$ cat src/hdl/srsq_ram.sv
// ----------------------------------------------------------------------------
// Generic single-port-write RAM
// One write port and one read port with a registered read.
// ----------------------------------------------------------------------------
module srsq_ram #(
  parameter int unsigned WIDTH = 8,
  parameter int unsigned DEPTH = 16
) (
  input  logic                     clk,
  input  logic                     we,
  input  logic [$clog2(DEPTH)-1:0] waddr,
  input  logic [WIDTH-1:0]         wdata,
  input  logic                     re,
  input  logic [$clog2(DEPTH)-1:0] raddr,
  output logic [WIDTH-1:0]         rdata
);

  logic [WIDTH-1:0] mem [DEPTH];

  always_ff @(posedge clk) begin
    if (we) begin
      mem[waddr] <= wdata;
    end
    if (re) begin
      rdata <= mem[raddr];
    end
  end

endmodule

$ cat config.mk
export PLATFORM = sky130hd
export DESIGN_NAME = srsq_ram
export DESIGN_NICKNAME = d
export VERILOG_FILES = /design/src/hdl/srsq_ram.sv
export SDC_FILE = /design/constraint.sdc
export NUM_CORES = 1
export LEC_CHECK = 0
export BUFFER_PORTS_ARGS = -buffer_cell sky130_fd_sc_hd__buf_2
export CORE_MARGIN = 2
export CORE_UTILIZATION = 30
export DETAILED_ROUTE_END_ITERATION = 10
export MAX_ROUTING_LAYER = met4
export PLACE_DENSITY_LB_ADDON = 0.25
export SYNTH_ARGS = -nofsm -noshare
export SYNTH_HDL_FRONTEND = slang
export SYNTH_SLANG_ARGS = --single-unit
$ cat constraint.sdc
create_clock -name clk -period 2.4 [get_ports clk]
set_clock_uncertainty 0.05 [all_clocks]
set_input_delay 0.36 -clock clk [delete_from_list [all_inputs] [get_ports clk]]
set_output_delay 0.36 -clock clk [all_outputs]
set_load 0.05 [all_outputs]
# [Word-level counts from Yosys, hierarchy flattened]
# Memory sizes are Yosys's and may differ from the RTL's. A register that Yosys moved wholly into a read port is not among the register bits.
# Index checks and enable logic that the tools add are counted.
[word_totals] ff_bits=0 latch_bits=0 mem_bits_rw=128 rom_bits=0 input_bits=19 output_inout_bits=8 word_cells=3 memories=1
[memory_table] name="mem" words=16 width=8 read_ports=1 rd_ports_with_merged_regs=1 wr=1 line_no="18" rtl="logic [WIDTH-1:0] mem [DEPTH];"
[classes] n_addsub=0 mul=0 div=0 magnitude_cmp=0 eq_ne=0 n_shift=0 muxes=2 n_bitwise=0 reduce_logical=0
[ops] cell="$mux 1" count=2

# [Longest topological paths before layout]
[logic_depth] word_depth=2 ltp_mapped=5 mapped_depth_nobuf=3

# [Worst setup path before layout]
# OpenSTA, ideal clock, no wires.
[synth_timing] path_type="input -> register" from="input waddr[2]" to="memory mem[0][0], enable pin" setup_ps=383 t_arrival_ps=1470 required_time_ps=1967 slack_ps=497 cell_stages=2 path_buffers=0 path_cell_list="or3b_2 -> nor3_1"
[synth_rtl] element="from (decl)" line_no="11" rtl="input logic [$clog2(DEPTH)-1:0] waddr,"
[synth_rtl] element="to (decl)" line_no="18"
# Straight into the memory's write port.

==> summary.txt <==
Run status
  – Status: complete, no violations

Power and ir drop
  – Leak: around 2.1 nW
  – Maximum VDD drop: 0.554 mV
  – Total chip power: 5.26 mW
  – P per Cell Area: 839 nW/um2

Floorplan
  – Die ar.: between 15000 and 20000 um2
  – Die H: about 140 um
  – Core ar.: approximately 17000 um2
  – Die width: about 140 um
  – Number of top-level pins: 27
  – Rows: 48
  – Initial Util: between 30 and 40%

Drt
  – Routed wire length: 10.6 mm
  – Vias: around 2.5k
  – Drt pass-1 iters: 5
  – Post-DR vias/cell: 4.69
  – Post-DR wirelength/cell: between 20 and 25 um
  – DRC viols: 0
  – Post-route ant nets: 0
  – 1st-iter DRT viols: 277

Clock tree
  – CTS Hold Bufs: 0
  – Clock Path Buffers: 2
  – H-tree levels: 4
  – CTS clk-pin slew, worst paths: 0.06 ns
  – Root Buffer: clkbuf_16
  – Post-CTS setup repair buffer count: 0
  – Clock latency on the worst-skew pair: ~0.41 ns
  – Clock buffer count from CTS: 17
  – CTS tree: yes
  – CTS resizes: 0
  – Clock tree sinks: 136

Worst setup path
  – Worst setup EP type: flop
  – WP data arrival: 1.67 ns
  – Setup crit start kind: primary input
  – Crit path max fanout: 20
  – Worst Path Class, Setup: in -> reg
  – Largest stage delay on the critical path: 0.51 ns
  – CP required: 2.50 ns
  – Slowest cell on the critical path: mux4_2
  – CP Cell Sequence: buf_2 > buf_12 > mux4_2 > a22oi_1 > nand2_1

Logic synthesis
  – Biggest area consumer among synthesized cells: edfxtp_1
  – Syn_nets: ~250
  – Largest cells by area after synthesis: edfxtp_1 (78%), mux4_2 (7.8%), mux4_1 (7.0%)
  – Synth Cell Area: about 5200 um2
  – Top-area cell type share of the netlist area: 78.1%
  – #FFs+latches synth: approximately 140
  – Post-synth cell types: 18
  – Synth Instances: 229
  – Mean area per synthesized cell: between 20 and 25 um2
  – Yosys Warn Count: 0
  – Sequential share of the synthesized area: 78.1%

Placed design
  – Dpl ws: 0.372 ns
  – DP HPWL: 6.69 mm
  – RePlAce Congestion: a little over 0.7
  – IO Port Bufs: 26

GRT
  – Largest net degree at the start of global routing: 26
  – Residual overflow from global routing: 0
  – Initial antenna violation count: 0
  – Vias in the first global route: 2510
  – Gr usage total: 12.9%
  – First-pass GRT wire length: 15.8 mm

Final layout
  – Area Overhead vs Synth: 19.9%
  – Fill count: approximately 1.6k
  – Ratio of cells with drive above 1 in the final layout: a little under a third
  – Ant. Diodes: 0
  – Nets: 304
  – Final Core Density: a little over a third

STA
  – Slew Limit Fails: 0
  – Total Neg Setup Slack: 0 ns
  – Maximum clock rate: 634 MHz
  – Post-route minimum period: 1.58 ns
  – Final hold vios: 0
  – Final Cycle Share: 65.7%
  – Hold WS: between 0.2 and 0.3 ns
  – Finish-stage setup viols: 0
  – Slew @ Worst Pin: 0.385 ns
  – Unrepaired setup endpoints after global routing: no
  – Relative slew slack: about three quarters
  – Setup ws final: 0.823 ns

Job
  – Max Cap Viol: 0

Hold path
  – Hold Path Class: in -> reg
## cell usage after synthesis
| master | number |
|---|---|
| buf_4 | 1 |
| nor2_1 | 13 |
| nor3_1 | 4 |
| nor2b_1 | 1 |
| clkdlybuf4s25_2 | 3 |
| nand3_1 | 1 |
| nand3b_1 | 2 |
| mux4_1 | 14 |
| a22oi_1 | 16 |
| nand2_1 | 9 |
| nand2b_1 | 2 |
| or3b_2 | 1 |
| and2b_1 | 1 |
| and2_1 | 1 |
| buf_2 | 3 |
| edfxtp_1 | 136 |
| mux4_2 | 18 |
| buf_6 | 3 |
## logic make-up after synthesis
group	Yosys count	share of synthesized area, %
DFF	136	78.1
and+or+nand+nor	35	3.14
muxes	32	14.8
AOI/OAI and AO/OA	16	2.30
buffers and inverters	10	1.65
## state kept, by name, summed over array words and instances (netlist names)
register,cells
mem,128
rdata,8
## power by group
part / switching [mW] / internal (mW) / total [mW]
clock network: 0.889 / 1.39 / 2.28
logic: 0.182 / 0.109 / 0.291
registers: 0.0141 / 2.68 / 2.69
total: 1.09 / 4.18 / 5.26
## cell type report
class | instances | area [um2] | area share [%]
Sequential cell | 136 | 4080 | 65.1
Multi-Input combinational cell | 83 | 1060 | 16.9
Clock buffer | 19 | 433 | 6.91
Timing Repair Buffer | 47 | 325 | 5.19
Tap cell | 225 | 282 | 4.49
Clock inverter | 13 | 87.6 | 1.40
## per-stage QoR
stage	std cells	instance area (um2)
final	523	6270
after global routing	523	6270
after CTS	523	6270
after detailed placement	491	5750
after global placement	491	5750
after floorplan	229	5230
## worst paths after layout
kind,slack [ns],depth (start not counted),from,end
setup / recovery,0.82,5,raddr[0],rdata[7]
setup reg to reg,0.83,3,mem[0][7],rdata[7]
hold reg to reg,0.71,3,mem[14][0],rdata[0]
hold / removal,0.27,1,re,rdata[2]
## metal layers
layer  share of wire, %  GRT usage (%)  vias up
met1                 50           17.5     1299
li1                   -              -     1098
met3                3.2           4.18        9
met2                 46           18.4       48
met4               0.99           3.99        0
met5                  0              -        -
## cell usage in the layout (no fill, tap or decap)
| cell type | netlist | routed |
|---|---|---|
| a22oi_1 | 16 | 16 |
| nand2_1 | 9 | 9 |
| nand3b_1 | 2 | 2 |
| bufinv_16 | 0 | 1 |
| and2_1 | 1 | 1 |
| mux4_2 | 18 | 18 |
| mux4_1 | 14 | 14 |
| nor2b_1 | 1 | 1 |
| buf_2 | 3 | 26 |
| clkbuf_16 | 0 | 17 |
| clkinv_2 | 0 | 4 |
| nor3_1 | 4 | 4 |
| clkinvlp_4 | 0 | 2 |
| nand2b_1 | 2 | 2 |
| nand3_1 | 1 | 1 |
| nor2_1 | 13 | 13 |
| clkinv_1 | 0 | 6 |
| buf_12 | 0 | 3 |
| clkbuf_1 | 0 | 2 |
| or3b_2 | 1 | 1 |
| buf_4 | 1 | 18 |
| and2b_1 | 1 | 1 |
| edfxtp_1 | 136 | 136 |
## critical path, delay by kind of cell
| family | cells | cell delay (ns) |
|---|---|---|
| mux | 1 | 0.51 |
| buf+inv | 2 | 0.35 |
| compound gates | 1 | 0.31 |
| simple gates | 1 | 0.13 |
Note: power is estimated with default switching activity, not from simulation.
